===== src/hdl/splitmix64_bounded_random_top_defines.svh =====
// assertion macros used by the top-level rtl file
`ifndef SPLITMIX64_BOUNDED_RANDOM_TOP_DEFINES_SVH
`define SPLITMIX64_BOUNDED_RANDOM_TOP_DEFINES_SVH

// same-cycle implication, checked on clk, off during reset
`define SM64_ASSERT_NOW(label, ante, cons, msg) \
  label: assert property (@(posedge clk) disable iff (!rst_n) (ante) |-> (cons)) \
    else $error(msg);

// next-cycle implication, checked on clk, off during reset
`define SM64_ASSERT_NEXT(label, ante, cons, msg) \
  label: assert property (@(posedge clk) disable iff (!rst_n) (ante) |=> (cons)) \
    else $error(msg);

`endif


===== src/hdl/sm64_pkg.sv =====
`timescale 1ns / 1ps

package sm64_pkg;

  localparam int WORD_W  = 64;
  localparam int REJ_W   = 8;
  localparam int STEP_W  = $clog2(WORD_W);

  localparam logic [WORD_W-1:0] GOLDEN_INC = 64'h9e3779b97f4a7c15;
  localparam logic [WORD_W-1:0] MIX_MUL_A  = 64'hbf58476d1ce4e5b9;
  localparam logic [WORD_W-1:0] MIX_MUL_B  = 64'h94d049bb133111eb;
  localparam logic [WORD_W-1:0] SEED_RESET = 64'd20260715;

  localparam int SHIFT_A = 30;
  localparam int SHIFT_B = 27;
  localparam int SHIFT_C = 31;

  localparam logic [REJ_W-1:0] REJ_MAX = '1;

  typedef logic [WORD_W-1:0] word_t;
  typedef logic [REJ_W-1:0]  rej_t;

  typedef enum logic [2:0] {
    ST_IDLE,
    ST_THRESH,
    ST_DRAW,
    ST_MUL_A,
    ST_MUL_B,
    ST_REDUCE,
    ST_HOLD
  } state_t;

endpackage


===== src/hdl/sm64_mul.sv =====
`timescale 1ns / 1ps

// bit-serial shift-add multiplier, low word of the product
module sm64_mul (
  input  logic          clk,
  input  logic          rst_n,
  input  logic          start,
  input  sm64_pkg::word_t mcand,
  input  sm64_pkg::word_t mplier,
  output logic          busy,
  output logic          done,
  output sm64_pkg::word_t product
);
  import sm64_pkg::*;

  word_t             a_r, a_nxt;
  word_t             b_r, b_nxt;
  word_t             acc_r, acc_nxt;
  logic [STEP_W-1:0] step_r, step_nxt;
  logic              busy_r, busy_nxt;
  logic              done_r, done_nxt;

  always_comb begin
    a_nxt    = a_r;
    b_nxt    = b_r;
    acc_nxt  = acc_r;
    step_nxt = step_r;
    busy_nxt = busy_r;
    done_nxt = 1'b0;
    if (start) begin
      a_nxt    = mcand;
      b_nxt    = mplier;
      acc_nxt  = '0;
      step_nxt = '0;
      busy_nxt = 1'b1;
    end else if (busy_r) begin
      if (b_r[0]) begin
        acc_nxt = acc_r + a_r;
      end
      a_nxt    = a_r << 1;
      b_nxt    = b_r >> 1;
      step_nxt = step_r + 1'b1;
      if (step_r == STEP_W'(WORD_W - 1)) begin
        busy_nxt = 1'b0;
        done_nxt = 1'b1;
      end
    end
  end

  always_ff @(posedge clk) begin
    if (!rst_n) begin
      busy_r <= 1'b0;
      done_r <= 1'b0;
      step_r <= '0;
    end else begin
      busy_r <= busy_nxt;
      done_r <= done_nxt;
      step_r <= step_nxt;
    end
    a_r   <= a_nxt;
    b_r   <= b_nxt;
    acc_r <= acc_nxt;
  end

  assign busy    = busy_r;
  assign done    = done_r;
  assign product = acc_r;

endmodule


===== src/hdl/sm64_mod.sv =====
`timescale 1ns / 1ps

// restoring remainder, one numerator bit per cycle
module sm64_mod (
  input  logic          clk,
  input  logic          rst_n,
  input  logic          start,
  input  sm64_pkg::word_t num,
  input  sm64_pkg::word_t den,
  output logic          done,
  output sm64_pkg::word_t rem
);
  import sm64_pkg::*;

  word_t             n_r, n_nxt;
  word_t             d_r, d_nxt;
  word_t             rem_r, rem_nxt;
  logic [STEP_W-1:0] step_r, step_nxt;
  logic              busy_r, busy_nxt;
  logic              done_r, done_nxt;
  logic [WORD_W:0]   trial;
  logic [WORD_W:0]   diff;

  always_comb begin
    trial    = {rem_r, n_r[WORD_W-1]};
    diff     = trial - {1'b0, d_r};
    n_nxt    = n_r;
    d_nxt    = d_r;
    rem_nxt  = rem_r;
    step_nxt = step_r;
    busy_nxt = busy_r;
    done_nxt = 1'b0;
    if (start) begin
      n_nxt    = num;
      d_nxt    = den;
      rem_nxt  = '0;
      step_nxt = '0;
      busy_nxt = 1'b1;
    end else if (busy_r) begin
      // remainder stays below den, so the trial fits in one extra bit
      if (trial >= {1'b0, d_r}) begin
        rem_nxt = diff[WORD_W-1:0];
      end else begin
        rem_nxt = trial[WORD_W-1:0];
      end
      n_nxt    = n_r << 1;
      step_nxt = step_r + 1'b1;
      if (step_r == STEP_W'(WORD_W - 1)) begin
        busy_nxt = 1'b0;
        done_nxt = 1'b1;
      end
    end
  end

  always_ff @(posedge clk) begin
    if (!rst_n) begin
      busy_r <= 1'b0;
      done_r <= 1'b0;
      step_r <= '0;
    end else begin
      busy_r <= busy_nxt;
      done_r <= done_nxt;
      step_r <= step_nxt;
    end
    n_r   <= n_nxt;
    d_r   <= d_nxt;
    rem_r <= rem_nxt;
  end

  assign done = done_r;
  assign rem  = rem_r;

endmodule


===== src/hdl/splitmix64_bounded_random_top.sv =====
// channel   | handshake           | payload
// ----------+---------------------+-------------------------------
// request   | in_valid / in_ready | in_restart, in_bound
// result    | out_valid/out_ready | out_value, out_rejections
// config    | cfg_we              | cfg_wdata (seed)
//
// one request at a time; multiplies and remainders run as bit-serial passes
// bound zero: the result register loads after the two mixing multiplies
// nonzero bound: threshold remainder, two multiplies per draw, final remainder
// in_ready returns together with out_valid, when the output register loads; a result still
// waiting in the output register holds the block in hold, in_ready stays low
// rst_n is synchronous, active low; seed and generator state reset to 20260715
`timescale 1ns / 1ps
`include "splitmix64_bounded_random_top_defines.svh"

module splitmix64_bounded_random_top (
  input  logic            clk,
  input  logic            rst_n,
  input  logic            in_valid,
  output logic            in_ready,
  input  logic            in_restart,
  input  sm64_pkg::word_t in_bound,
  output logic            out_valid,
  input  logic            out_ready,
  output sm64_pkg::word_t out_value,
  output sm64_pkg::rej_t  out_rejections,
  input  logic            cfg_we,
  input  sm64_pkg::word_t cfg_wdata
);
  import sm64_pkg::*;

  // control and datapath registers
  state_t state_r, state_nxt;
  word_t  seed_r;
  word_t  gen_r, gen_nxt;        // generator state
  word_t  bound_r, bound_nxt;
  word_t  thr_r, thr_nxt;        // rejection threshold
  rej_t   cnt_r, cnt_nxt;        // saturating rejection count
  word_t  res_r, res_nxt;        // finished value waiting for the output register
  logic   out_valid_r, out_valid_nxt;
  word_t  out_value_r, out_value_nxt;
  rej_t   out_rej_r, out_rej_nxt;

  // serial units, the multiplier is shared by both mixing rounds
  logic   mul_start, mul_busy, mul_done;
  word_t  mul_mcand, mul_mplier, mul_prod;
  logic   mod_start, mod_done;
  word_t  mod_num, mod_den, mod_rem;

  word_t  draw_sum, mix_a_in, mix_b_in, draw_z;
  logic   in_xfer;

  sm64_mul u_mul (
    .clk     (clk),
    .rst_n   (rst_n),
    .start   (mul_start),
    .mcand   (mul_mcand),
    .mplier  (mul_mplier),
    .busy    (mul_busy),
    .done    (mul_done),
    .product (mul_prod)
  );

  sm64_mod u_mod (
    .clk   (clk),
    .rst_n (rst_n),
    .start (mod_start),
    .num   (mod_num),
    .den   (mod_den),
    .done  (mod_done),
    .rem   (mod_rem)
  );

  assign in_ready = (state_r == ST_IDLE);
  assign in_xfer  = in_valid && in_ready;

  // mixing steps around the serial multiplies
  assign draw_sum = gen_r + GOLDEN_INC;
  assign mix_a_in = draw_sum ^ (draw_sum >> SHIFT_A);
  assign mix_b_in = mul_prod ^ (mul_prod >> SHIFT_B);
  assign draw_z   = mul_prod ^ (mul_prod >> SHIFT_C);

  // first multiply starts from the draw state, second from the first product
  assign mul_mcand  = (state_r == ST_DRAW) ? mix_a_in : mix_b_in;
  assign mul_mplier = (state_r == ST_DRAW) ? MIX_MUL_A : MIX_MUL_B;

  // threshold pass works on 2^64 - bound, final pass on the accepted draw
  assign mod_num = (state_r == ST_IDLE) ? (word_t'(0) - in_bound) : draw_z;
  assign mod_den = (state_r == ST_IDLE) ? in_bound : bound_r;

  always_comb begin
    state_nxt     = state_r;
    gen_nxt       = gen_r;
    bound_nxt     = bound_r;
    thr_nxt       = thr_r;
    cnt_nxt       = cnt_r;
    res_nxt       = res_r;
    out_valid_nxt = out_valid_r;
    out_value_nxt = out_value_r;
    out_rej_nxt   = out_rej_r;
    mul_start     = 1'b0;
    mod_start     = 1'b0;

    // result transfer frees the output register
    if (out_valid_r && out_ready) begin
      out_valid_nxt = 1'b0;
    end

    unique case (state_r)
      ST_IDLE: begin
        if (in_xfer) begin
          bound_nxt = in_bound;
          cnt_nxt   = '0;
          if (in_restart) begin
            gen_nxt = seed_r;
          end
          if (in_bound != '0) begin
            mod_start = 1'b1;
            state_nxt = ST_THRESH;
          end else begin
            state_nxt = ST_DRAW;
          end
        end
      end
      ST_THRESH: begin
        if (mod_done) begin
          thr_nxt   = mod_rem;
          state_nxt = ST_DRAW;
        end
      end
      ST_DRAW: begin
        // advance the generator and start the first mixing multiply
        gen_nxt   = draw_sum;
        mul_start = 1'b1;
        state_nxt = ST_MUL_A;
      end
      ST_MUL_A: begin
        if (mul_done) begin
          mul_start = 1'b1;
          state_nxt = ST_MUL_B;
        end
      end
      ST_MUL_B: begin
        if (mul_done) begin
          priority if (bound_r == '0) begin
            // raw draw, no reduction
            res_nxt   = draw_z;
            state_nxt = ST_HOLD;
          end else if (draw_z < thr_r) begin
            // rejected, draw again
            if (cnt_r != REJ_MAX) begin
              cnt_nxt = cnt_r + 1'b1;
            end
            state_nxt = ST_DRAW;
          end else begin
            mod_start = 1'b1;
            state_nxt = ST_REDUCE;
          end
        end
      end
      ST_REDUCE: begin
        if (mod_done) begin
          res_nxt   = mod_rem;
          state_nxt = ST_HOLD;
        end
      end
      ST_HOLD: begin
        // wait for a free output register
        if (!out_valid_r || out_ready) begin
          out_valid_nxt = 1'b1;
          out_value_nxt = res_r;
          out_rej_nxt   = cnt_r;
          state_nxt     = ST_IDLE;
        end
      end
      default: begin
        state_nxt = ST_IDLE;
      end
    endcase
  end

  always_ff @(posedge clk) begin
    if (!rst_n) begin
      state_r     <= ST_IDLE;
      seed_r      <= SEED_RESET;
      gen_r       <= SEED_RESET;
      out_valid_r <= 1'b0;
      cnt_r       <= '0;
    end else begin
      state_r     <= state_nxt;
      gen_r       <= gen_nxt;
      out_valid_r <= out_valid_nxt;
      cnt_r       <= cnt_nxt;
      if (cfg_we) begin
        seed_r <= cfg_wdata;
      end
    end
    bound_r     <= bound_nxt;
    thr_r       <= thr_nxt;
    res_r       <= res_nxt;
    out_value_r <= out_value_nxt;
    out_rej_r   <= out_rej_nxt;
  end

  assign out_valid      = out_valid_r;
  assign out_value      = out_value_r;
  assign out_rejections = out_rej_r;

  // the shared multiplier is only started when free
  `SM64_ASSERT_NOW(a_mul_free, mul_start, !mul_busy, "multiplier started while busy")
  // restart loads the seed into the generator
  `SM64_ASSERT_NEXT(a_restart_seed, in_xfer && in_restart, gen_r == $past(seed_r), "no seed")
  // raw draws never count rejections
  `SM64_ASSERT_NOW(a_raw_no_rej, (state_r == ST_HOLD) && (bound_r == '0), cnt_r == '0, "rej")
  // reduced value lies below the bound
  `SM64_ASSERT_NOW(a_reduce_range, (state_r == ST_REDUCE) && mod_done, mod_rem < bound_r, "range")

endmodule

===== config.mk =====
export PLATFORM = sky130hd
export DESIGN_NAME = splitmix64_bounded_random_top
export DESIGN_NICKNAME = d
export VERILOG_FILES = /design/src/hdl/sm64_pkg.sv /design/src/hdl/sm64_mul.sv /design/src/hdl/sm64_mod.sv /design/src/hdl/splitmix64_bounded_random_top.sv
export VERILOG_INCLUDE_DIRS = /design/src /design/src/hdl
export SDC_FILE = /design/constraint.sdc
export NUM_CORES = 2
export LEC_CHECK = 0
export ABC_AREA = 1
export BUFFER_PORTS_ARGS = -buffer_cell sky130_fd_sc_hd__buf_4
export CORE_UTILIZATION = 33
export DETAILED_ROUTE_END_ITERATION = 12
export PLACE_DENSITY_LB_ADDON = 0.05
export SKIP_CTS_REPAIR_TIMING = 1
export SLEW_MARGIN = 0
export SYNTH_ARGS = -nofsm -noshare
export SYNTH_HDL_FRONTEND = slang
export SYNTH_HIERARCHICAL = 1
export SYNTH_SLANG_ARGS = --single-unit

===== constraint.sdc =====
create_clock -name clk -period 15.85 [get_ports clk]
set_input_delay 1.585 -clock clk [delete_from_list [all_inputs] [get_ports clk]]
set_output_delay 1.585 -clock clk [all_outputs]
set_load 0.05 [all_outputs]

# --- Yosys cells after proc, flatten, opt, wreduce, memory -nomap -nowiden ---
# Index checks and enable logic that the tools add are counted.
op_classes:
  addsub: 7
  n_mul: 0
  n_div: 0
  n_lt_le_gt_ge: 2
  eq_ne: 20
  shifts: 0
  mux: 53
  bitwise_logic: 6
  n_reduce_logical: 24
op_table:
  columns: ["cell", "n"]
  rows:
  - ["two-way mux 64 bit", 15]
  - ["case mux 64 bit (2 select lines)", 2]
  - [">= comparator 65 x 64 -> 1 bit", 1]
  - ["adder 64 bit", 1]
  - ["adder 64 bit (second input constant)", 1]
  - ["zero test 64 bit", 1]
  - ["less-than comparator 64 bit", 1]
  - ["nonzero test 64 bit", 1]
  - ["subtractor 1 x 64 -> 64 bit (first input constant)", 1]
  - ["subtractor 64 bit", 1]
  - ["bitwise XOR 64 x 33 -> 64 bit", 1]
  - ["bitwise XOR 64 x 34 -> 64 bit", 1]
  - ["bitwise XOR 64 x 37 -> 64 bit", 1]
  - ["two-way mux 62 bit", 1]
  - ["two-way mux 8 bit", 5]
  - ["two-way mux 3 bit", 8]
  - ["case mux 3 bit (7 select lines)", 1]
  - ["two-way mux 1 bit", 17]
  - ["case mux 8 bit (2 select lines)", 1]
  - ["adder 6 x 1 -> 6 bit (second input constant)", 2]
  - ["== test 6 bit (second input constant)", 2]
  - ["inequality test 2 x 1 -> 1 bit (second input constant)", 6]
  - ["AND reduction 6 bit", 2]
  - ["inequality test 2 bit (second input constant)", 5]
  - ["other kinds (18)", 34]
word_totals:
  reg_bits: 804
  latch_bits: 0
  ramBits: 0
  rom_bits: 0
  input_bits: 134
  out_inout_bits: 74
  word_cells: 134
  n_memories: 0

# --- Longest topological paths before layout ---
depth:
  word_depth: 7
  ltp_mapped: 25
  ltp_nobuf: 22

# --- Hierarchy ---
# The synthesis kept the hierarchy.
modules_own_cells:
  columns: ["module", "instances", "cells_each", "area_each_um2", "seq_area_each_um2"]
  rows:
  - ["splitmix64_bounded_random_top", 1, 2973, 23194.7, 10730.3]
  - ["sm64_mod", 1, 2201, 14423.8, 5285.1]
  - ["sm64_mul", 1, 2182, 13909.6, 5285.1]

# --- Worst setup path after synthesis ---
# OpenSTA, ideal clock, no wires.
synth_path:
  path_type: "input-to-reg"
  from: "in in_valid"
  to: "reg u_mod.n_r[0], enable pin"
  setup_time_ps: 454
  t_arrival_ps: 10210
  required_ps: 15396
  path_slack_ps: 5187
  stages: 8
  path_buffers: 2
  path_cell_list: "inv_1 nor2_1 inv_1 o22ai_1 clkbuf_1 nor2_1 clkinv_1 clkbuf_1"
synth_via:
  elab_chain_cells: 4
synth_rtl:
  columns: ["element", "line", "source"]
  rows:
  - ["start: declaration", "splitmix64_bounded_random_top.sv:19", "input logic in_valid,"]
  - ["logical AND 1 bit", "splitmix64_bounded_random_top.sv:75", "assign in_xfer = in_valid && in_ready;"]
  - ["two-way mux 1 bit", "splitmix64_bounded_random_top.sv:111", "if (in_xfer) begin"]
  - ["case mux 1 bit (2 select lines)", "splitmix64_bounded_random_top.sv:109", "unique case (state_r)"]
  - ["named net mod_start", "splitmix64_bounded_random_top.sv:47", "logic mod_start, mod_done;"]
  - ["nonzero test 2 bit (no line)", null, null]
  - ["end signal: assignment", "sm64_mod.sv:65", "n_r <= n_nxt;"]
  - ["end: declaration", "sm64_mod.sv:15", "word_t n_r, n_nxt;"]
# The timed path passes the listed nets, and every way through them passes these cells.
# A chain may end at the register's enable or synchronous reset.

# --- Worst setup path in the final report ---
layout_path:
  from: "in in_bound[1]"
  to: "reg u_mod.busy_r"
layout_via:
  elab_chain_cells: 5
layout_rtl:
  columns: ["element", "line", "source"]
  rows:
  - ["start: declaration", "splitmix64_bounded_random_top.sv:22", "input sm64_pkg::word_t in_bound,"]
  - ["nonzero test 64 bit", "splitmix64_bounded_random_top.sv:117", "if (in_bound != '0) begin"]
  - ["two-way mux 1 bit", "splitmix64_bounded_random_top.sv:117", null]
  - ["two-way mux 1 bit", "splitmix64_bounded_random_top.sv:111", null]
  - ["case mux 1 bit (2 select lines)", "splitmix64_bounded_random_top.sv:109", null]
  - ["named net mod_start", "splitmix64_bounded_random_top.sv:47", null]
  - ["two-way mux 1 bit", "sm64_mod.sv:33", "if (start) begin"]
  - ["end signal: assignment", "sm64_mod.sv:61", "busy_r <= busy_nxt;"]
  - ["end: declaration", "sm64_mod.sv:19", "logic busy_r, busy_nxt;"]
# The timed path passes the listed nets, and every way through them passes these cells.

==> results.json <==
{
  "dieWidth_um": 397,
  "port_buffers": 207,
  "place_congestion": 0.953,
  "numCtsBuffers": 99,
  "yosys_warnings": 6,
  "place_area_um2": 55500,
  "grt_pass1_wl_um": 329000,
  "synthTopCellsByArea": "edfxtp_1 (30%), nand2_1 (19%), dfxtp_1 (11%), inv_1 (8.4%), nor2_1 (4.9%)",
  "n_fill_cell": 16704,
  "p_sw_mw": 5.49,
  "die-area_um2": 158000,
  "tightest_slew_ns": 1.30,
  "slew_headroom": 0.133,
  "wl_per_cell_um": 23.8,
  "fin_tns_setup_ns": 0,
  "drv_cap": 0,
  "reg2reg_to": "u_mod/busy_r",
  "antenna_found_initial": 31,
  "cts_root_buffer": "clkbuf_16",
  "first_pass_iters": 5,
  "start_util": 0.333,
  "drc": 0,
  "final_area_um2": 58800,
  "crit_arrival_ns": 6.25,
  "fmax_ghz": 0.178,
  "cp_max_fo": 49,
  "utilization": 0.380,
  "worst-r2r-setup-slack_ns": 10.26,
  "setup_ws_ns": 10.22,
  "synth-main-ff-cell": "edfxtp_1",
  "hold_slack_ns": 0.416,
  "p_sw_frac": 0.490,
  "nNetsFinal": 7885,
  "vdd_drop_max_uv": 117,
  "endpoint": "u_mod/busy_r",
  "criticalPathCategory": "in -> reg",
  "num_rows": 144,
  "final-setup-viol-count": 0,
  "seq_area_frac_synth": 0.413,
  "dp_cells": 9497,
  "endpoint_kind": "register",
  "via_per_inst": 5.02,
  "slew_violations": 0,
  "clock_latency_ns": 0.75,
  "syn_to_final_growth_pct": 14.0,
  "grt-ovfl-total": 0,
  "required_ns": 16.47,
  "synth_cell_types": 67,
  "synth-edff-count": 520,
  "async_flop_share": 0,
  "period_share": 0.355,
  "grt_pass1_vias": 45921,
  "drt_iter0_drc": 4549,
  "cts_buffer_depth": 3,
  "synth.cell_area_um2": 51500,
  "internal_power_mw": 5.73,
  "drive_above_1_share": 0.0762,
  "cts_tree": "yes",
  "worst_hold_path_type": "reg -> reg",
  "clkTransAtPathRegs_ns": 0.06,
  "routed_wl_um": 231000,
  "h-tree-depth": 3,
  "postSynthAreaPerCell_um2": 7.00,
  "yosys.area.top_type": "edfxtp_1",
  "synth_cells": 7356,
  "cellPowerDensity_nw_per_um2": 191,
  "coreArea_um2": 155000,
  "comb_power_share": 0.491,
  "yosys.area.top_type_share": 0.303,
  "place.detailed.hpwl_um": 183000,
  "ys_ff_latch": 804,
  "dieHeight_um": 397,
  "clock_skew_ns": 0.0355,
  "clockPowerShare": 0.208,
  "dpl_worst_slack_ns": 9.55,
  "stdcell_count": 9693,
  "cts.sinks": 804,
  "grt_max_degree": 120,
  "grt_use_total": 0.289,
  "cp-start-kind": "input port",
  "min_period_ns": 5.63,
  "antenna_left": 0,
  "rsz0062_at_grt": "false",
  "p_leak_nw": 28.7,
  "cp-startpoint": "in_bound[1]",
  "num_vias": 48638,
  "regToRegStartpoint": "u_mul/product[38]",
  "pin_count": 208,
  "design_power_total_mw": 11.2,
  "status": "complete, no violations",
  "worstRegToRegCells": 20,
  "hold_viol": 0,
  "p_seq_frac": 0.301
}
## state kept, by name, indices dropped and copies added (netlist names)
signal and count:
u_mul/b_r 64, out_value 64, u_mod/done 1, thr_r 64, u_mod/n_r 64, u_mul/done 1
bound_r 64, out_rejections 8, u_mod/step_r 6, res_r 64, u_mod/rem 64, gen_r 64
u_mul/busy 1, seed_r 64, cnt_r 8, u_mod/busy_r 1, out_valid 1, u_mod/d_r 64
u_mul/step_r 6, u_mul/product 64, u_mul/a_r 64, state_r 3
## placed cells by master, fill, tap and decap left out, types with 10 or more instances in the layout
master     Yosys  routed
inv_2         13      13
o21bai_1      17      17
nand3b_1      20      20
clkinv_1       5      18
edfxtp_1     520     520
clkbuf_1     149      19
o21a_1        13      13
or2_2         17      17
nor3_1        66      66
dfxtp_1      284     284
inv_1       1152    1151
clkbuf_16      0     101
a21oi_1      290     289
nor4_1        33      33
clkinv_2       0      21
o211ai_1      40      40
nand4_1       63      63
nand2_1     2627    2626
nand3_2       18      18
o21ai_0      354     353
nor2_1       672     666
nor2_4         9      16
o21ai_1       21      22
nand2_2       23      23
nand3_1      372     372
nor2_2        27      26
conb_1         2      33
ha_1         195     195
xnor2_1       70      70
buf_4          2     273
a31oi_1       12      12
diode_2        0      10
xor2_1       110     110
## worst min-delay path by stage
stage	start	to	slack (ns)	cells after the start
floorplan	res_r[0]	out_value[0]	0.40	0
global placement	res_r[34]	out_value[34]	0.40	0
detailed placement	res_r[39]	out_value[39]	0.40	0
CTS	res_r[47]	out_value[47]	0.42	0
global route	res_r[51]	out_value[51]	0.42	0
finish	res_r[51]	out_value[51]	0.42	0
## Yosys cell counts (all sizes together), types with 7 or more instances
cell type,instances
o21ai,377
nand3b,28
ha,195
nand2,2655
or2,17
o221ai,9
clkbuf,150
nor3,76
o211ai,40
nand3,390
xnor2,70
xor2,110
nor4,36
a221oi,7
inv,1166
edfxtp,520
nor2,709
a22oi,7
a31oi,12
a21oi,292
o21bai,17
dfxtp,284
buf,58
o21a,13
nand4,64
## logic make-up after synthesis
group,count (synthesis),synth area share
AND/OR/NAND/NOR,3988,0.319
buffers and inverters,1379,0.103
AO/OA/AOI/OAI,806,0.0856
flip-flops,804,0.413
other,2,0.000146
XOR/XNOR,180,0.0306
adder cells (fa/ha/maj),197,0.0481
## critical path: stages
cell      delay (ns)
buf_4           0.11
inv_1           0.08
ha_1            0.22
nand2_1         0.14
nor2_2          0.26
nand2_1         0.13
nor2_1          0.17
nand2_1         0.14
nor3_2          0.29
nand2_1         0.15
nor2_1          0.20
nand2_1         0.13
nor2_1          0.26
o22ai_4         0.12
nor2_4          0.10
buf_4           0.43
clkinv_2        0.80
buf_4           0.61
o211ai_1        0.19
inv_1           0.05
## power groups by stage
stage / registers (mW) / logic (mW) / clock network (mW)
after global routing: 3.42 / 6.01 / 2.46
after floorplan: 3.26 / 3.29 / 0
final: 3.38 / 5.51 / 2.33
after CTS: 3.37 / 5.46 / 2.39
after global placement: 3.41 / 5.43 / 0
after detailed placement: 3.41 / 5.43 / 0
## per-layer routing
| metal | global-route usage | wire [µm] | up-vias |
|---|---|---|---|
| met4 | 0.0754 | 6060 | 4 |
| met3 | 0.0334 | 13400 | 229 |
| met1 | 0.424 | 111000 | 23209 |
| met5 | 0 | 24 | - |
| li1 | - | - | 23694 |
| met2 | 0.445 | 101000 | 1502 |
## cell type report
class	instances	area [µm²]	area share
antenna	10	25.0	0.000426
clock buffer	122	2630	0.0447
clock inverter	64	644	0.0110
inverter	1171	4410	0.0750
multi-input combinational	5204	25100	0.428
sequential	804	21300	0.362
tap	2044	2560	0.0435
timing repair buffer	274	2070	0.0352
No activity file was read; power rests on OpenSTA's default activity.
